<file path="src/hdl/pncr_pkg.sv">
// ----------------------------------------------------------------------------
// pncr_pkg
// Types, codes and distance helpers shared by the palette remap block.
// ----------------------------------------------------------------------------
`default_nettype none

package pncr_pkg;

    localparam int CHAN_W = 8;
    localparam int DIST_W = 18;  // 3 * 255^2 fits in 18 bits

    localparam logic FUNC_LOAD  = 1'b0;
    localparam logic FUNC_PIXEL = 1'b1;

    localparam logic [DIST_W-1:0] DIST_MAX = '1;

    typedef struct packed {
        logic [CHAN_W-1:0] red;
        logic [CHAN_W-1:0] green;
        logic [CHAN_W-1:0] blue;
    } t_rgb;

    typedef struct packed {
        logic              func;
        logic [7:0]        entry_index;
        logic [CHAN_W-1:0] red;
        logic [CHAN_W-1:0] green;
        logic [CHAN_W-1:0] blue;
        logic [CHAN_W-1:0] alpha;
        logic [CHAN_W-1:0] new_red;
        logic [CHAN_W-1:0] new_green;
        logic [CHAN_W-1:0] new_blue;
    } t_pix_in;

    typedef struct packed {
        logic [CHAN_W-1:0] out_red;
        logic [CHAN_W-1:0] out_green;
        logic [CHAN_W-1:0] out_blue;
        logic [CHAN_W-1:0] out_alpha;
        logic              skipped;
        logic              remapped;
    } t_pix_out;

    // Word carried from cell to cell: the item itself plus the running best match.
    typedef struct packed {
        logic              func;
        logic [7:0]        entry_index;
        t_rgb              pix;
        logic [CHAN_W-1:0] alpha;
        t_rgb              new_pix;
        logic              skip;
        logic [DIST_W-1:0] min_dist;
        t_rgb              best_old;
        t_rgb              best_new;
    } t_chain_word;

    function automatic logic [15:0] sq_diff(input logic [CHAN_W-1:0] a,
                                            input logic [CHAN_W-1:0] b);
        logic [CHAN_W-1:0] d;
        d = (a > b) ? (a - b) : (b - a);
        return 16'(d) * 16'(d);
    endfunction

    function automatic logic [DIST_W-1:0] colour_dist(input t_rgb a, input t_rgb b);
        return DIST_W'(sq_diff(a.red, b.red)) + DIST_W'(sq_diff(a.green, b.green))
             + DIST_W'(sq_diff(a.blue, b.blue));
    endfunction

endpackage

`default_nettype wire

</file>
<file path="src/hdl/pncr_cell.sv">
// ----------------------------------------------------------------------------
// pncr_cell
// One palette entry pair and one compare step of the search chain.
// ----------------------------------------------------------------------------
`default_nettype none

module pncr_cell #(
    parameter int CELL_INDEX = 0
) (
    input  wire                    i_clk,
    input  wire                    i_rst_n,
    input  wire                    i_advance,
    input  wire                    i_valid,
    input  wire pncr_pkg::t_chain_word i_word,
    output logic                   o_valid,
    output pncr_pkg::t_chain_word  o_word
);
    import pncr_pkg::*;

    t_rgb              r_old;
    t_rgb              r_new;
    logic              r_valid;
    t_chain_word       r_word;
    t_chain_word       n_word;
    logic [DIST_W-1:0] w_dist;
    logic              w_hit;

    assign w_hit  = i_valid && (i_word.func == FUNC_LOAD)
                 && (i_word.entry_index == 8'(CELL_INDEX));
    assign w_dist = colour_dist(r_old, i_word.pix);

    always_comb begin
        n_word = i_word;
        // strict less-than: an earlier entry keeps a tie
        if (i_word.func == FUNC_PIXEL && w_dist < i_word.min_dist) begin
            n_word.min_dist = w_dist;
            n_word.best_old = r_old;
            n_word.best_new = r_new;
        end
    end

    always_ff @(posedge i_clk) begin
        if (i_advance && w_hit) begin
            r_old <= i_word.pix;
            r_new <= i_word.new_pix;
        end
    end

    always_ff @(posedge i_clk) begin
        if (!i_rst_n) begin
            r_valid <= 1'b0;
        end else if (i_advance) begin
            r_valid <= i_valid;
        end
    end

    always_ff @(posedge i_clk) begin
        if (i_advance) begin
            r_word <= n_word;
        end
    end

    assign o_valid = r_valid;
    assign o_word  = r_word;

endmodule

`default_nettype wire

</file>
<file path="config.mk">
export PLATFORM = sky130hd
export DESIGN_NAME = pncr_cell
export DESIGN_NICKNAME = d
export VERILOG_FILES = /design/src/hdl/pncr_pkg.sv /design/src/hdl/pncr_cell.sv
export SDC_FILE = /design/constraint.sdc
export NUM_CORES = 1
export LEC_CHECK = 0
export ABC_CLOCK_PERIOD_IN_PS = 15570
export BUFFER_PORTS_ARGS = -buffer_cell sky130_fd_sc_hd__buf_2
export CAP_MARGIN = 15
export CORE_ASPECT_RATIO = 2
export CORE_MARGIN = 1.5
export CORE_UTILIZATION = 55
export DETAILED_ROUTE_END_ITERATION = 7
export PLACE_DENSITY = 0.89
export SYNTH_ARGS = -nofsm -noshare
export SYNTH_HDL_FRONTEND = slang
export SYNTH_SLANG_ARGS = --single-unit
export TNS_END_PERCENT = 30
</file>
<file path="constraint.sdc">
create_clock -name i_clk -period 15.57 [get_ports i_clk]
set_input_delay 3.114 -clock i_clk [delete_from_list [all_inputs] [get_ports i_clk]]
set_output_delay 3.114 -clock i_clk [all_outputs]
set_load 0.01 [all_outputs]
</file>
==> qor.yml <==
status: "complete, no violations"
syn_inst: 1222
synth_top_area_share: 0.385
grt_pass1_wl_mm: 51.4
dp_hpwl_mm: 25.7
die_area_sq_um: 26600
grt_pass1_vias: 10865
cts_tree: "done"
fin_crit_ns: 13.41
cp_num_buf_inv: 5
core_sq_um: 25000
drc: 0
endpoint_kind: "flip-flop"
initial_core_util: 0.561
clkSinkCount: 181
cts_buffers: 17
drive_above_1_share: 0.248
io_buffers: 268
grt_max_degree: 89
first_iter_violations: 743
drtPass1Iterations: 5
die_h_um: 229
cp_data_arrival_time_ns: 13.59
rows: 82
die_x_um: 116
final_nets: 1902
crit_family: "adder cells"
ctsLongestPathBuffers: 2
yosysTopAreaCell: "edfxtp_1"
hold_viol_final: 0
post-route-period-util: 0.861
finClkSkew_ns: 0.0187
drtAntennaViolNets: 0
max_freq_mhz: 74.6
crit_path_frequent_cell: "fa_1"
maxCapViolCount: 0
whs_ns: 0.549
synth_fp_nets: 1637
hold_buffers: 0
worstSkewPairLatency_ns: 0.44
wl_per_cell_um: 17.7
tns_ns: 0
syn2layout_area_growth_pct: 16.1
setup_violations: 0
final_cell_mix: "inv_1 (276), buf_2 (267), edfxtp_1 (180), ha_1 (141), fa_1 (138)"
dr_total_vias: 9942
slowest_delay_ns: 0.84
place_congestion: 0.981
track_usage: 0.252
synth_edf_count: 180
grt_remaining_overflow: 0
synth_seq_area_share: 0.386
path_clk_slew_ns: 0.08
crit_path_top_delay_cell: "xnor2_1"
criticalPathCategory: "in2reg"
mostFrequentLayoutCell: "inv_1"
antenna_found_initial: 0
clock-root-buffer: "clkbuf_16"
cts_setup_buffers: 0
startpoint_type: "input pin"
tightestPinTransition_ns: 1.12
synth_seq_cells: 181
maxSlewViolCount: 0
synth_area_leaders: "edfxtp_1 (38%), fa_1 (20%), ha_1 (13%)"
crit_fanout: 88
cp.required_ns: 15.76
synthFlopType: "edfxtp_1"
routed_wl_mm: 32.5
yosys_warnings: 0
async_flop_share: 0
maxSlewHeadroom: 0.250
ys_types: 61
io_pins: 269
netlist_area_sq_um: 14100
vias_per_cell: 5.42
syn_avg_cell_area_sq_um: 11.5
cts_resized: 0
h-tree-depth: 4
hold_class: "reg2reg"
rsz0062_at_grt: "no"
diodes: 0
-- routing by layer --
| layer | GRT usage | part of all wire | vias up |
|---|---|---|---|
| li1 | - | - | 4545 |
| met3 | 0.0278 | 0.035 | 141 |
| met5 | 0 | 0 | - |
| met2 | 0.478 | 0.58 | 393 |
| met4 | 0.157 | 0.062 | 0 |
| met1 | 0.250 | 0.33 | 4863 |
-- metrics by stage --
step                      cell area (sq um)   util  cells  setup WS, ns
after floorplan                       14100      -   1222          3.26
after global routing                  16300  0.652   1836          1.60
after CTS                             16300  0.652   1836          2.29
after detailed placement              15800  0.629   1804          1.99
after global placement                15800  0.629   1804          2.13
final                                 16300  0.652   1836          2.16
-- worst paths after layout --
kind | start | end | slack, ns | cells after the start
worst max-delay path | i_word[115] | o_word[39]$_DFFE_PP_ | 2.16 | 34
worst min-delay path | o_valid$_SDFFE_PN0P_ | o_valid$_SDFFE_PN0P_ | 0.55 | 2
worst max register to register | r_old[16]$_DFFE_PP_ | o_word[39]$_DFFE_PP_ | 4.44 | 34
worst min register to register | o_valid$_SDFFE_PN0P_ | o_valid$_SDFFE_PN0P_ | 0.55 | 2
-- cells by family after synthesis --
group | after synthesis | share of synthesized area
fa+ha+maj | 279 | 0.322
mux | 58 | 0.0453
buf+inv | 304 | 0.0820
simple gates | 200 | 0.0667
compound gates | 167 | 0.0768
xor+xnor | 33 | 0.0211
flops | 181 | 0.386
-- area by class of cell --
class	count	area, sq um
Clock buffer	17	425
Clock inverter	15	138
Fill cell	1876	8720
Inverter	278	1040
Multi-Input combinational cell	737	7490
Sequential cell	181	5430
Tap cell	336	420
Timing Repair Buffer	272	1370
-- synthesized netlist by cell type (all sizes together), types with 4 or more instances --
| cell type | instances |
|---|---|
| xor2 | 13 |
| ha | 141 |
| o21bai | 12 |
| nand2b | 15 |
| edfxtp | 180 |
| a21o | 23 |
| inv | 278 |
| a211oi | 7 |
| nor2b | 7 |
| mux2i | 13 |
| or2 | 11 |
| nand3 | 6 |
| and3 | 7 |
| nand2 | 45 |
| buf | 7 |
| nor2 | 82 |
| a31oi | 4 |
| xnor2 | 20 |
| a21oi | 47 |
| nand4 | 7 |
| and2 | 8 |
| fa | 138 |
| mux2 | 45 |
| clkbuf | 19 |
| o21ai | 45 |
-- state kept, by name (all words and copies together), names as in the netlist --
register	count
o_word	132
r_old	24
r_new	24
o_valid	1
-- worst register-to-register path: cells and delay by family (launching register included) --
| family | cells | cell delay (ns) |
|---|---|---|
| compound gates | 14 | 3.47 |
| xor+xnor | 2 | 1.00 |
| fa+ha+maj | 11 | 4.91 |
| buf+inv | 5 | 0.30 |
| flops | 1 | 0.42 |
| mux | 1 | 0.55 |
| simple gates | 1 | 0.22 |
Power is not shown: default switching activity piles up to over one toggle a cycle in this logic, so the estimate is an artifact.
